## src/design/tepq_pkg.sv

```systemverilog
// Shared types and constants for the timer event priority queue.
package tepq_pkg;

    localparam int MAX_RESULTS = 32;
    localparam int RES_CNT_W   = $clog2(MAX_RESULTS + 1);
    localparam logic [31:0] TIME_MAX = 32'hFFFF_FFFF;

    typedef enum logic
    {
        OP_SCHEDULE = 1'b0,
        OP_DRAIN    = 1'b1
    } op_t;

    typedef enum logic [3:0]
    {
        ST_IDLE = 4'b0001,
        ST_SCAN = 4'b0010,
        ST_EVAL = 4'b0100,
        ST_EMIT = 4'b1000
    } state_t;

    typedef struct packed
    {
        logic [31:0] wakeup;
        logic [31:0] order;
        logic [31:0] subject;
        logic [31:0] target;
        logic [2:0]  kind;
        logic [15:0] zone;
    } slot_entry_t;

    typedef struct packed
    {
        logic clear;
        logic sample;
    } scan_ctl_t;

endpackage

```

## src/design/tepq_slot_ram.sv

```systemverilog
// Slot store: one write port and one registered read port.
module tepq_slot_ram #(
    parameter int DEPTH = 32,
    parameter int IDX_W = 5
) (
    input  logic                 clk,
    input  logic                 we,
    input  logic [IDX_W-1:0]     waddr,
    input  tepq_pkg::slot_entry_t wdata,
    input  logic [IDX_W-1:0]     raddr,
    output tepq_pkg::slot_entry_t rdata
);
    import tepq_pkg::*;

    slot_entry_t mem_reg [DEPTH];
    slot_entry_t rdata_reg;

    always_ff @(posedge clk)
    begin
        if (we)
        begin
            mem_reg[waddr] <= wdata;
        end
        rdata_reg <= mem_reg[raddr];
    end

    assign rdata = rdata_reg;

endmodule

```

## config.mk

```make
export PLATFORM = sky130hd
export DESIGN_NAME = tepq_slot_ram
export DESIGN_NICKNAME = d
export VERILOG_FILES = /design/src/design/tepq_pkg.sv /design/src/design/tepq_slot_ram.sv
export SDC_FILE = /design/constraint.sdc
export NUM_CORES = 2
export LEC_CHECK = 0
export BUFFER_PORTS_ARGS = -buffer_cell sky130_fd_sc_hd__buf_2
export CORE_MARGIN = 2
export CORE_UTILIZATION = 56
export CTS_CLUSTER_DIAMETER = 80
export DETAILED_ROUTE_END_ITERATION = 7
export GPL_TIMING_DRIVEN = 0
export PLACE_DENSITY = 0.75
export SLEW_MARGIN = 20
export SYNTH_ARGS = -nofsm -noshare
export SYNTH_HDL_FRONTEND = slang
export SYNTH_MEMORY_MAX_BITS = 65536
export SYNTH_SLANG_ARGS = --single-unit
```

## constraint.sdc

```tcl
create_clock -name clk -period 8.4 [get_ports clk]
set_input_delay 0.42 -clock clk [delete_from_list [all_inputs] [get_ports clk]]
set_output_delay 0.42 -clock clk [all_outputs]
set_load 0.1 [all_outputs]
```

==> metrics.yaml <==
global_route:
  antenna_found_initial: 65
  grtUsageTotal_pct: 32.4
  grt_pass1_vias: 94751
  grt_start_max_net_pins: 33
  grt_overflow_total: 0
  grt_pass1_wl_mm: 728
timing:
  setup_viol: 0
  rsz0062_at_grt: "no"
  max_freq_mhz: 291
  tns_ns: 0
  drv_slew: 0
  fin_worst_skew_ns: 0.0725
  period_share_pct: 40.9
  finalHoldViolCount: 0
  worstMarginPinSlew_ns: 1.39
  max_slew_margin_pct: 7.37
  final.min_clock_period_ns: 3.44
place:
  place_congestion: 0.779
  placedCellCount: 12334
  port_buffers: 301
  hpwl_mm: 312
  place_area_um2: 193000
yosys:
  ys.flop_type: "edfxtp_1"
  synth.area.top_cells: "edfxtp_1 (79%), mux4_2 (13%), dfxtp_1 (1.6%)"
  yosysSeqAreaShare_pct: 80.8
  yosysTopAreaCell: "edfxtp_1"
  synthCells: 7528
  synth_edf_count: 4704
  synth_nets: 7687
  synth_top_area_share_pct: 79.1
  yosys_warnings: 0
  syn_area_per_cell_um2: 23.7
  async_reset_ff_share_pct: 0
  synth_common_cells: "edfxtp_1 (4704), mux4_2 (1032), o22ai_1 (444)"
  synth_most_common_cell: "edfxtp_1"
  ys_types: 27
  synth_seq_cells: 4851
  synth.cell_area_um2: 179000
clock_tree:
  clock_latency_ns: 1.02
  path_clk_slew_ns: 0.06
  cts_resized: 0
  ctsHtreeMaxLevel: 5
  cts_tree: "built"
  clockBufferDepth: 4
  ctsRootBufferMaster: "clkbuf_16"
  cts.sinks: 4851
  cts_buffers: 454
outcome:
  violations: "DRC"
  run_status: "finished with violations"
routing:
  vias_per_cell: 7.02
  wl_per_cell_um: 39.3
  ant_nets: 0
  dr.pass1.iters: 8
  totalWireLength_mm: 526
  vias: 94067
  drt_iter0_markers: 16733
  route.detailed.drc: 1
finish:
  stdcell_count: 13391
  area_growth_pct: 17.7
  seq_area_um2: 144000
  layout-drive-gt1-share_pct: 29.6
  largest_reg_flops: 4704
  multi_input_area_um2: 32400
  finalInstanceArea_um2: 210000
  nFillCells: 18432
  post-route-util_pct: 66.2
  layout.nets: 8917
die:
  core-area_um2: 318000
  fp.dieH_um: 569
  die_width_um: 569
  ios: 306
  placementRows: 207
  initial_utilization_pct: 56.2
  dieArea_um2: 323000
pwr:
  power_mw: 51.8
  ir_drop_mv: 0.260
  p_per_area_nw_per_um2: 246
  p_leak_nw: 67.2
worst_setup_path:
  critPathKind: "in -> reg"
  worstSetupEndpointType: "flip-flop"
  critPathLaunch: "raddr[3]"
  cp_cell_sequence: "buf_2, buf_4, nand3_1, clkbuf_1, clkbuf_1, o22ai_1, nor4_1"
  start_kind: "input port"
  cp_slowest_cell: "clkbuf_1"
  crit_path_max_incr_delay_ns: 1.05
  r2r_start: "mem_reg[15][119]$_DFFE_PP_"
  crit_arrival_ns: 4.22
  crit_path_max_fanout: 10
  critPathMostFrequentCell: "clkbuf_1"
  worst_ep_required_time_ns: 9.18
worst_hold_path:
  min-delay-start: "raddr[4]"
  hold_class: "in -> reg"
run:
  drv_cap: 0
==> cell families after synthesis <==
family	count (synthesis)	share of synthesized area [%]
AOI/OAI and AO/OA	660	2.46
buffers and inverters	413	1.24
DFF	4851	80.8
muxes	1320	14.6
and+or+nand+nor	284	0.899
==> worst max-delay path, delay by kind of cell <==
| kind | cells | cell delay, ns |
|---|---|---|
| buffers and inverters | 4 | 2.17 |
| AO/OA/AOI/OAI | 1 | 0.33 |
| AND/OR/NAND/NOR | 2 | 1.28 |
==> metrics by stage <==
| stage | worst slack (ns) | hold slack (ns) |
|---|---|---|
| CTS | 5.29 | 0.0344 |
| global route | 5.11 | 0.0906 |
| detailed placement | 4.23 | 0.697 |
| global placement | -8.47 | 0.688 |
| floorplan | 0.557 | 0.519 |
| finish | 4.96 | 0.0927 |
==> area by class of cell <==
class | instances | area share, %
Antenna cell | 56 | 0.0667
Buffer | 413 | 1.07
Clock buffer | 581 | 5.79
Clock inverter | 272 | 1.56
Multi-Input combinational cell | 2264 | 15.4
Sequential cell | 4851 | 68.6
Tap cell | 4180 | 2.49
Timing Repair Buffer | 774 | 4.99
==> cell usage in the layout (no fill, tap or decap), types with 3 or more instances in the layout <==
cell,instances
clkinv_1,76
clkbuf_16,455
nor2_2,4
a22oi_1,216
dlygate4sd3_1,147
inv_6,6
mux2i_1,288
nor4_2,10
nor2b_1,3
clkinv_2,80
buf_4,103
o22ai_1,444
nand3b_1,5
nor2_4,32
buf_1,10
mux4_2,1032
clkinv_8,6
dfxtp_1,147
nand3_1,75
clkbuf_8,32
buf_16,139
clkbuf_2,20
nand4_1,36
buf_12,182
inv_16,4
nand2_1,5
diode_2,56
buf_6,7
clkinvlp_4,21
bufinv_16,57
clkinv_16,14
edfxtp_1,4704
clkinv_4,6
clkbuf_1,181
or3b_2,4
nor4_1,101
buf_2,489
==> power by group <==
group          switching, mW  total (mW)  internal (mW)
Clock                   9.34        21.4           12.1
Sequential             0.153        27.1           26.9
Combinational           2.36        3.30          0.943
==> final timing paths <==
| check | end | slack, ns | depth (start not counted) |
|---|---|---|---|
| worst max register to register | rdata[119]$_DFF_P_ | 6.33 | 3 |
| worst max-delay path | rdata[119]$_DFF_P_ | 4.96 | 7 |
| worst min-delay path | rdata[22]$_DFF_P_ | 0.09 | 4 |
| worst min register to register | rdata[61]$_DFF_P_ | 0.69 | 3 |
==> layer usage <==
layer	global-route usage, %	vias up	part of all wire [%]
met3	8.83	1779	14
met1	41.1	48253	32
li1	-	35170	-
met4	17.2	44	6.6
met2	51.5	8821	48
met5	0	-	0.062
==> timing repair <==
| item | 4_1_cts | 5_1_grt |
|---|---|---|
| hold endpoints to repair | 4704 | 0 |
| setup buffers | 0 | 0 |
| hold buffers | 147 | 0 |
| endpoints found under the setup margin | 0 | 0 |
Power figures use the tool's default switching activity.
