### src/design/tepq_pkg.sv
// Shared types and constants for the timer event priority queue.
package tepq_pkg;

    localparam int MAX_RESULTS = 32;
    localparam int RES_CNT_W   = $clog2(MAX_RESULTS + 1);
    localparam logic [31:0] TIME_MAX = 32'hFFFF_FFFF;

    typedef enum logic
    {
        OP_SCHEDULE = 1'b0,
        OP_DRAIN    = 1'b1
    } op_t;

    typedef enum logic [3:0]
    {
        ST_IDLE = 4'b0001,
        ST_SCAN = 4'b0010,
        ST_EVAL = 4'b0100,
        ST_EMIT = 4'b1000
    } state_t;

    typedef struct packed
    {
        logic [31:0] wakeup;
        logic [31:0] order;
        logic [31:0] subject;
        logic [31:0] target;
        logic [2:0]  kind;
        logic [15:0] zone;
    } slot_entry_t;

    typedef struct packed
    {
        logic clear;
        logic sample;
    } scan_ctl_t;

endpackage

### src/design/tepq_scan_unit.sv
// Shared compare unit that tracks the earliest live slot and the first free slot.
module tepq_scan_unit #(
    parameter int IDX_W = 5
) (
    input  logic                  clk,
    input  logic                  rst_n,
    input  tepq_pkg::scan_ctl_t   ctl,
    input  logic [IDX_W-1:0]      rd_idx,
    input  logic                  slot_live,
    input  tepq_pkg::slot_entry_t rd_data,
    output logic                  found,
    output logic [IDX_W-1:0]      best_idx,
    output tepq_pkg::slot_entry_t best,
    output logic                  free_found,
    output logic [IDX_W-1:0]      free_idx
);
    import tepq_pkg::*;

    logic        found_reg, found_next;
    logic        free_found_reg, free_found_next;
    logic [IDX_W-1:0] best_idx_reg, free_idx_reg;
    slot_entry_t best_reg;
    logic        better;
    logic        take_best;
    logic        take_free;

    // Strictly earlier by wakeup then sequence, so ties keep the lower index.
    assign better = !found_reg
                    || (rd_data.wakeup < best_reg.wakeup)
                    || ((rd_data.wakeup == best_reg.wakeup)
                        && (rd_data.order < best_reg.order));

    assign take_best = ctl.sample && slot_live && better;
    assign take_free = ctl.sample && !slot_live && !free_found_reg;

    always_comb
    begin
        found_next      = found_reg;
        free_found_next = free_found_reg;
        if (ctl.clear)
        begin
            found_next      = 1'b0;
            free_found_next = 1'b0;
        end
        else
        begin
            if (take_best)
            begin
                found_next = 1'b1;
            end
            if (take_free)
            begin
                free_found_next = 1'b1;
            end
        end
    end

    always_ff @(posedge clk or negedge rst_n)
    begin
        if (!rst_n)
        begin
            found_reg      <= 1'b0;
            free_found_reg <= 1'b0;
        end
        else
        begin
            found_reg      <= found_next;
            free_found_reg <= free_found_next;
        end
    end

    always_ff @(posedge clk)
    begin
        if (!ctl.clear && take_best)
        begin
            best_reg     <= rd_data;
            best_idx_reg <= rd_idx;
        end
        if (!ctl.clear && take_free)
        begin
            free_idx_reg <= rd_idx;
        end
    end

    assign found      = found_reg;
    assign best_idx   = best_idx_reg;
    assign best       = best_reg;
    assign free_found = free_found_reg;
    assign free_idx   = free_idx_reg;

endmodule

### config.mk
export PLATFORM = sky130hd
export DESIGN_NAME = tepq_scan_unit
export DESIGN_NICKNAME = d
export VERILOG_FILES = /design/src/design/tepq_pkg.sv /design/src/design/tepq_scan_unit.sv
export SDC_FILE = /design/constraint.sdc
export NUM_CORES = 1
export LEC_CHECK = 0
export ABC_AREA = 1
export ABC_CLOCK_PERIOD_IN_PS = 6900
export CORE_AREA = 4 4 120 122
export CTS_CLUSTER_DIAMETER = 60
export DETAILED_ROUTE_END_ITERATION = 16
export DIE_AREA = 0 0 124 126
export DONT_BUFFER_PORTS = 1
export PLACE_DENSITY = 0.68
export SETUP_SLACK_MARGIN = 0.02
export SLEW_MARGIN = 20
export SYNTH_ARGS = -nofsm -noshare
export SYNTH_HDL_FRONTEND = slang
export SYNTH_SLANG_ARGS = --single-unit
### constraint.sdc
create_clock -name clk -period 6.9 [get_ports clk]
set_input_delay 1.035 -clock clk [delete_from_list [all_inputs] [get_ports clk]]
set_output_delay 1.035 -clock clk [all_outputs]
set_load 0.02 [all_outputs]
==> metrics.csv, run 1 <==
metric,value,unit
worstPathMaxFanout,62,
finalNetCount,689,
via_to_cell_ratio,5.21,
grt_busiest_layer,met2,
yosys_warnings,0,
synthesis.area_per_instance,14.6,um^2
worst_setup_path_start_kind,input pin,
ff2ff_path_depth,11,
die_area,15600,um^2
actual_transition_at_the_worst_max_transition_pin,0.775,ns
tritoncts,yes,
met3_track_demand_over_resource_in_global_routing,11.0,%
grt_max_degree,91,
drive_above_1_share,9.17,%
met2_usage,35.1,%
place_congestion,0.782,
pre_cts_setup_slack,3.53,ns
hp-class,in -> async,
run_status,"complete, no violations",
synth.yosys.seq_area_share,72.9,%
layout_worst_path_cycle_share,42.6,%
number_of_antenna_violations_at_the_first_check_in_global_routing,3,
cts-buffers-inserted,17,
fillerInstances,1037,
clock-skew-final,0.00868,ns
dpl.hpwl,12100,um
syn_to_final_growth,13.4,%
setup_repair_after_global_routing_missed_its_margin,false,
floorplan.initialDensity,49.5,%
clock-sinks,159,
mostFrequentLayoutCell,sky130_fd_sc_hd__edfxtp_1,
ys_seq_elements,159,
synthDistinctLibCells,20,
globalRouteOverflowTotal,0,
dr_pass1_iterations,4,
finalWirelength,15300,um
maxSlewHeadroom,48.4,%
ir_worst_vdd,0.128,mV
cp.buffers_inverters,1,
cts_max_path_buffers,2,
first_global_vias,3625,
wirelength_per_cell,23.3,um
groute.layer.met1.usage,17.0,%
post_cts_setup_driven_buffer_insertion_count,0,
largest_register_ff_count,147,
synth_area,6530,um^2
num_io_pins,316,
final.setup.tns,0,ns
synth_fp_nets,668,
htree_levels,4,
arrival_time_at_the_worst_endpoint,2.98,ns
placedCellCount,626,
ant_nets,0,
crit_path_cell_trace,ha_1 -> nand2_1 -> nor2_1 -> nand2_1 -> nor2_1 -> nand4_1 -> nor2_1 -> nand2_1 -> a21oi_4 -> buf_4,
layout.cells.most_common_list,"sky130_fd_sc_hd__edfxtp_1, sky130_fd_sc_hd__inv_1, sky130_fd_sc_hd__ha_1",
core,13200,um^2
post_layout_nonfiller_instances,658,
clock_insertion_delay_worst_skew,0.42,ns
cts_hold_buffers,0,
route.detailed.drc,0,
criticalPathCategory,in -> reg,
hold_violation_total_from_the_final_report,0,
cts.reportedPaths.clkPinSlew,0.06,ns
rr_startpoint,best[130],
timing.max_cap.violations,0,
power.leakage,2.99,nW
pwr_density_cell,297,nW/um^2
dieWidth,124,um
vias,3427,
cts-resized-gates,0,
slew_violations,0,
finalWorstSetupSlack,3.96,ns
cp_data_required_time,6.94,ns
grt_usage,19.1,%
io_buffers,0,
clock-root-buffer,sky130_fd_sc_hd__clkbuf_16,
dieHeight,126,um
r2r_slack,3.98,ns
timing.final.crit_period,2.94,ns
crit_path_max_incr_delay,0.64,ns
setup_violations,0,
setup.worst_path.start,rd_data[130],
worstSetupEndpointType,register,
num_rows,42,
fmax,340,MHz
syn-instance-count,448,
first_pass_grt_wire_length,21200,um
worst_r2r_endpoint,best[106],
cp_top_delay_family,simple AND/OR/NAND/NOR gates,
drtIter0Drc,177,
critPathSlowestCell,sky130_fd_sc_hd__buf_4,
worst register-to-register path, stage by stage, from the launching register on:
cell and delay (ns):
sky130_fd_sc_hd__edfxtp_1 0.48, sky130_fd_sc_hd__inv_1 0.09, sky130_fd_sc_hd__ha_1 0.30, sky130_fd_sc_hd__nand2_1 0.07
sky130_fd_sc_hd__nor2_1 0.21, sky130_fd_sc_hd__nand2_1 0.12, sky130_fd_sc_hd__nor2_1 0.10, sky130_fd_sc_hd__nand4_1 0.09
sky130_fd_sc_hd__nor2_1 0.09, sky130_fd_sc_hd__nand2_1 0.10, sky130_fd_sc_hd__a21oi_4 0.20, sky130_fd_sc_hd__buf_4 0.64
metrics by stage:
step / area (um^2) / power, W / hold slack [ns] / util (%)
floorplan: 6530 / 0.00123 / 0.611 / -
global placement: 6790 / 0.00125 / 0.639 / 51.5
detailed placement: 6790 / 0.00125 / 0.674 / 51.5
CTS: 7400 / 0.00223 / 0.287 / 56.1
global route: 7410 / 0.00228 / 0.283 / 56.2
finish: 7410 / 0.00220 / 0.311 / 56.2
synth_stat cells:
| cell type | number | area share (%) |
|---|---|---|
| sky130_fd_sc_hd__edfxtp_1 | 157 | 72 |
| sky130_fd_sc_hd__inv_1 | 87 | 5.0 |
| sky130_fd_sc_hd__ha_1 | 63 | 12 |
| sky130_fd_sc_hd__nand2_1 | 62 | 3.6 |
| sky130_fd_sc_hd__a21oi_1 | 29 | 2.2 |
| sky130_fd_sc_hd__nor2_1 | 13 | 0.75 |
| sky130_fd_sc_hd__o21ai_0 | 6 | 0.46 |
| sky130_fd_sc_hd__nand2_2 | 5 | 0.48 |
| sky130_fd_sc_hd__nand3_1 | 4 | 0.31 |
| sky130_fd_sc_hd__nand4_1 | 4 | 0.38 |
| sky130_fd_sc_hd__nor2_4 | 3 | 0.52 |
| sky130_fd_sc_hd__nor3_1 | 3 | 0.23 |
| sky130_fd_sc_hd__o21a_1 | 3 | 0.34 |
| sky130_fd_sc_hd__dfrtp_1 | 2 | 0.77 |
| sky130_fd_sc_hd__o21ai_1 | 2 | 0.15 |
| sky130_fd_sc_hd__a21o_1 | 1 | 0.11 |
| sky130_fd_sc_hd__a21oi_2 | 1 | 0.13 |
| sky130_fd_sc_hd__inv_2 | 1 | 0.057 |
| sky130_fd_sc_hd__nand4_2 | 1 | 0.19 |
| sky130_fd_sc_hd__nor2_2 | 1 | 0.096 |
logic make-up (layout without fill, tap and decap cells):
family | after synthesis | count (layout) | share of synthesized area [%]
AO/OA/AOI/OAI | 42 | 42 | 3.43
other | 0 | 2 | 0
adder cells (fa/ha/maj) | 63 | 63 | 12.1
flip-flops | 159 | 159 | 72.9
buffers and inverters | 88 | 120 | 5.06
AND/OR/NAND/NOR | 96 | 96 | 6.51
final cells by class:
type | count | area (um^2) | share of cell area [%]
repair buffers | 2 | 27.5 | 0.372
clock buffers | 17 | 425 | 5.74
inverters | 88 | 330 | 4.46
clock inverters | 13 | 189 | 2.55
diodes | 2 | 5.00 | 0.0676
flip-flops and latches | 159 | 4760 | 64.3
multi-input cells | 201 | 1450 | 19.5
well taps | 176 | 220 | 2.97
worst max path at each step:
stage / end / cells past startpoint
after detailed placement: best[100] / 10
after global routing: best[117] / 11
final: best[106] / 10
after CTS: best[102] / 11
after global placement: best[100] / 10
after floorplan: best[0] / 10
per-layer routing:
| metal | up-vias | wire (um) | share of wire, % |
|---|---|---|---|
| li1 | 1599 | - | - |
| met1 | 1604 | 4780 | 31 |
| met2 | 201 | 8400 | 55 |
| met3 | 21 | 1920 | 12 |
| met4 | 2 | 226 | 1.5 |
| met5 | - | 12 | 0.078 |
power breakdown:
part | leakage (nW) | switching, W | internal (W) | total (W)
logic | 1.24 | 0.0000518 | 0.0000302 | 0.0000820
clock network | 0.290 | 0.000365 | 0.000604 | 0.000968
registers | 1.46 | 0.0000494 | 0.00110 | 0.00115
(Power assumes the default switching activity.)
==> inputs of run 2 (changes only) <==
--- a/config.mk
+++ b/config.mk
@@ -6,7 +6,7 @@
 export NUM_CORES = 1
 export LEC_CHECK = 0
 export ABC_AREA = 1
-export ABC_CLOCK_PERIOD_IN_PS = 6900
+export ABC_CLOCK_PERIOD_IN_PS = 2800
 export CORE_AREA = 4 4 120 122
 export CTS_CLUSTER_DIAMETER = 60
 export DETAILED_ROUTE_END_ITERATION = 16
==> constraint.sdc (replaced) <==
create_clock -name clk -period 2.8 [get_ports clk]
set_input_delay 0.42 -clock clk [delete_from_list [all_inputs] [get_ports clk]]
set_output_delay 0.42 -clock clk [all_outputs]
set_load 0.02 [all_outputs]
==> metrics.csv, run 2 (synthesis gave the netlist of run 1 again) <==
metric,value,unit
syn_to_final_growth,19.0,%
post-route-cell-area,7770,um^2
hold_violation_total_from_the_final_report,0,
first_global_vias,3671,
grt_usage,19.4,%
layout_worst_path_cycle_share,91.3,%
layout.cells.most_common_list,"sky130_fd_sc_hd__edfxtp_1, sky130_fd_sc_hd__inv_1, sky130_fd_sc_hd__nand2_1",
dr_pass1_iterations,5,
cts-buffers-inserted,17,
power.leakage,3.21,nW
ant_nets,0,
dpl_cell_area,7170,um^2
floorplan.initialDensity,49.5,%
slew_violations,0,
whs,0.0643,ns
timing.final.crit_period,2.56,ns
pwr_density_cell,683,nW/um^2
ff2ff_path_depth,11,
clock-root-buffer,sky130_fd_sc_hd__clkbuf_16,
htree_levels,4,
num_rows,42,
clock_insertion_delay_worst_skew,0.42,ns
mostFrequentLayoutCell,sky130_fd_sc_hd__edfxtp_1,
die_area,15600,um^2
dpl.hpwl,12500,um
criticalPathCategory,reg -> reg,
actual_transition_at_the_worst_max_transition_pin,0.765,ns
maxSlewHeadroom,48.6,%
run_status,"complete, no violations",
route.detailed.drc,0,
hold-path-endpoint,free_found,
rr_startpoint,best[144],
vias,3601,
worstPathMaxFanout,83,
place_congestion,0.797,
clock-sinks,159,
cts_max_path_buffers,2,
drive_above_1_share,18.3,%
fillerInstances,972,
wirelength_per_cell,22.3,um
totalPowerFinal,0.00531,W
tritoncts,yes,
arrival_time_at_the_worst_endpoint,2.62,ns
r2r_slack,0.24,ns
largest_register_ff_count,147,
worst_hold_startpoint,ctl[1],
dieHeight,126,um
num_io_pins,316,
worst_setup_path_start_kind,register,
grt_max_degree,84,
hp-class,in -> reg,
first_pass_grt_wire_length,21800,um
cp_data_required_time,2.86,ns
via_to_cell_ratio,5.12,
min_path_cells,1,
worstSetupEndpointType,register,
globalRouteOverflowTotal,0,
fmax,391,MHz
setup_violations,0,
worst_r2r_endpoint,best[5],
timing.max_cap.violations,0,
clock-skew-final,0.00840,ns
core,13200,um^2
post_layout_nonfiller_instances,704,
finalWirelength,15700,um
setup_repair_after_global_routing_missed_its_margin,false,
finalNetCount,733,
placedCellCount,669,
ir_worst_vdd,0.306,mV
drtIter0Drc,228,
cts.reportedPaths.clkPinSlew,0.07,ns
number_of_antenna_violations_at_the_first_check_in_global_routing,2,
io_buffers,0,
dieWidth,124,um
## run 2: through the flow
stage | worst slack, ns | utilization (%) | TNS (ns)
2_1_floorplan | -1.54 | - | -233.49
3_3_place_gp | 0.303 | 54.3 | 0
3_5_place_dp | 0.278 | 54.3 | 0
4_1_cts | 0.230 | 58.9 | 0
5_1_grt | 0.0852 | 58.9 | 0
6_report | 0.244 | 58.9 | 0
## run 2: final cells by class
cell class	instances	area, um^2	share of cell area [%]
Sequential cell	159	4760	61.3
Multi-Input combinational cell	201	1490	19.2
Clock buffer	17	425	5.47
Timing Repair Buffer	46	373	4.80
Inverter	88	330	4.25
Tap cell	176	220	2.83
Clock inverter	15	164	2.11
Antenna cell	2	5.00	0.0644
## run 2: critical path, stage by stage, from the launching register on
cell                       delay (ns)
sky130_fd_sc_hd__edfxtp_1        0.36
sky130_fd_sc_hd__inv_1           0.05
sky130_fd_sc_hd__ha_1            0.28
sky130_fd_sc_hd__nand2_1         0.10
sky130_fd_sc_hd__nor2_4          0.11
sky130_fd_sc_hd__nand2_2         0.07
sky130_fd_sc_hd__nor2_2          0.18
sky130_fd_sc_hd__nand4_1         0.13
sky130_fd_sc_hd__nor2_1          0.12
sky130_fd_sc_hd__nand2_1         0.10
sky130_fd_sc_hd__a21oi_4         0.22
sky130_fd_sc_hd__buf_12          0.35
## run 2: report_power, final
group          switching, W  leakage, nW  internal [W]
clock network       0.00105        0.291       0.00120
registers         0.0000966         1.46       0.00271
logic              0.000159         1.45     0.0000995
## run 2: what timing repair did
| action | CTS | global route |
|---|---|---|
| setup buffers | 0 | 0 |
| hold buffers | 1 | 0 |
| endpoints found under the hold margin | 2 | 0 |
| gates resized for setup | 0 | 0 |
## run 2: how the worst max path moves through the flow
| stage | start | slack, ns | to | cells past startpoint |
|---|---|---|---|---|
| 2_1_floorplan | best[142] | -1.54 | best[0] | 10 |
| 6_report | best[144] | 0.24 | best[5] | 11 |
| 3_3_place_gp | rd_data[130] | 0.30 | best[82] | 10 |
| 5_1_grt | best[145] | 0.09 | best_idx[4] | 11 |
| 4_1_cts | best[138] | 0.23 | best[140] | 11 |
| 3_5_place_dp | rd_data[142] | 0.28 | best[70] | 10 |
## run 2: layer usage
| metal | track usage [%] | part of all wire (%) |
|---|---|---|
| met4 | 6.06 | 1.8 |
| met3 | 10.0 | 12 |
| met2 | 35.3 | 54 |
| met1 | 18.4 | 32 |
| met5 | 0 | 0 |
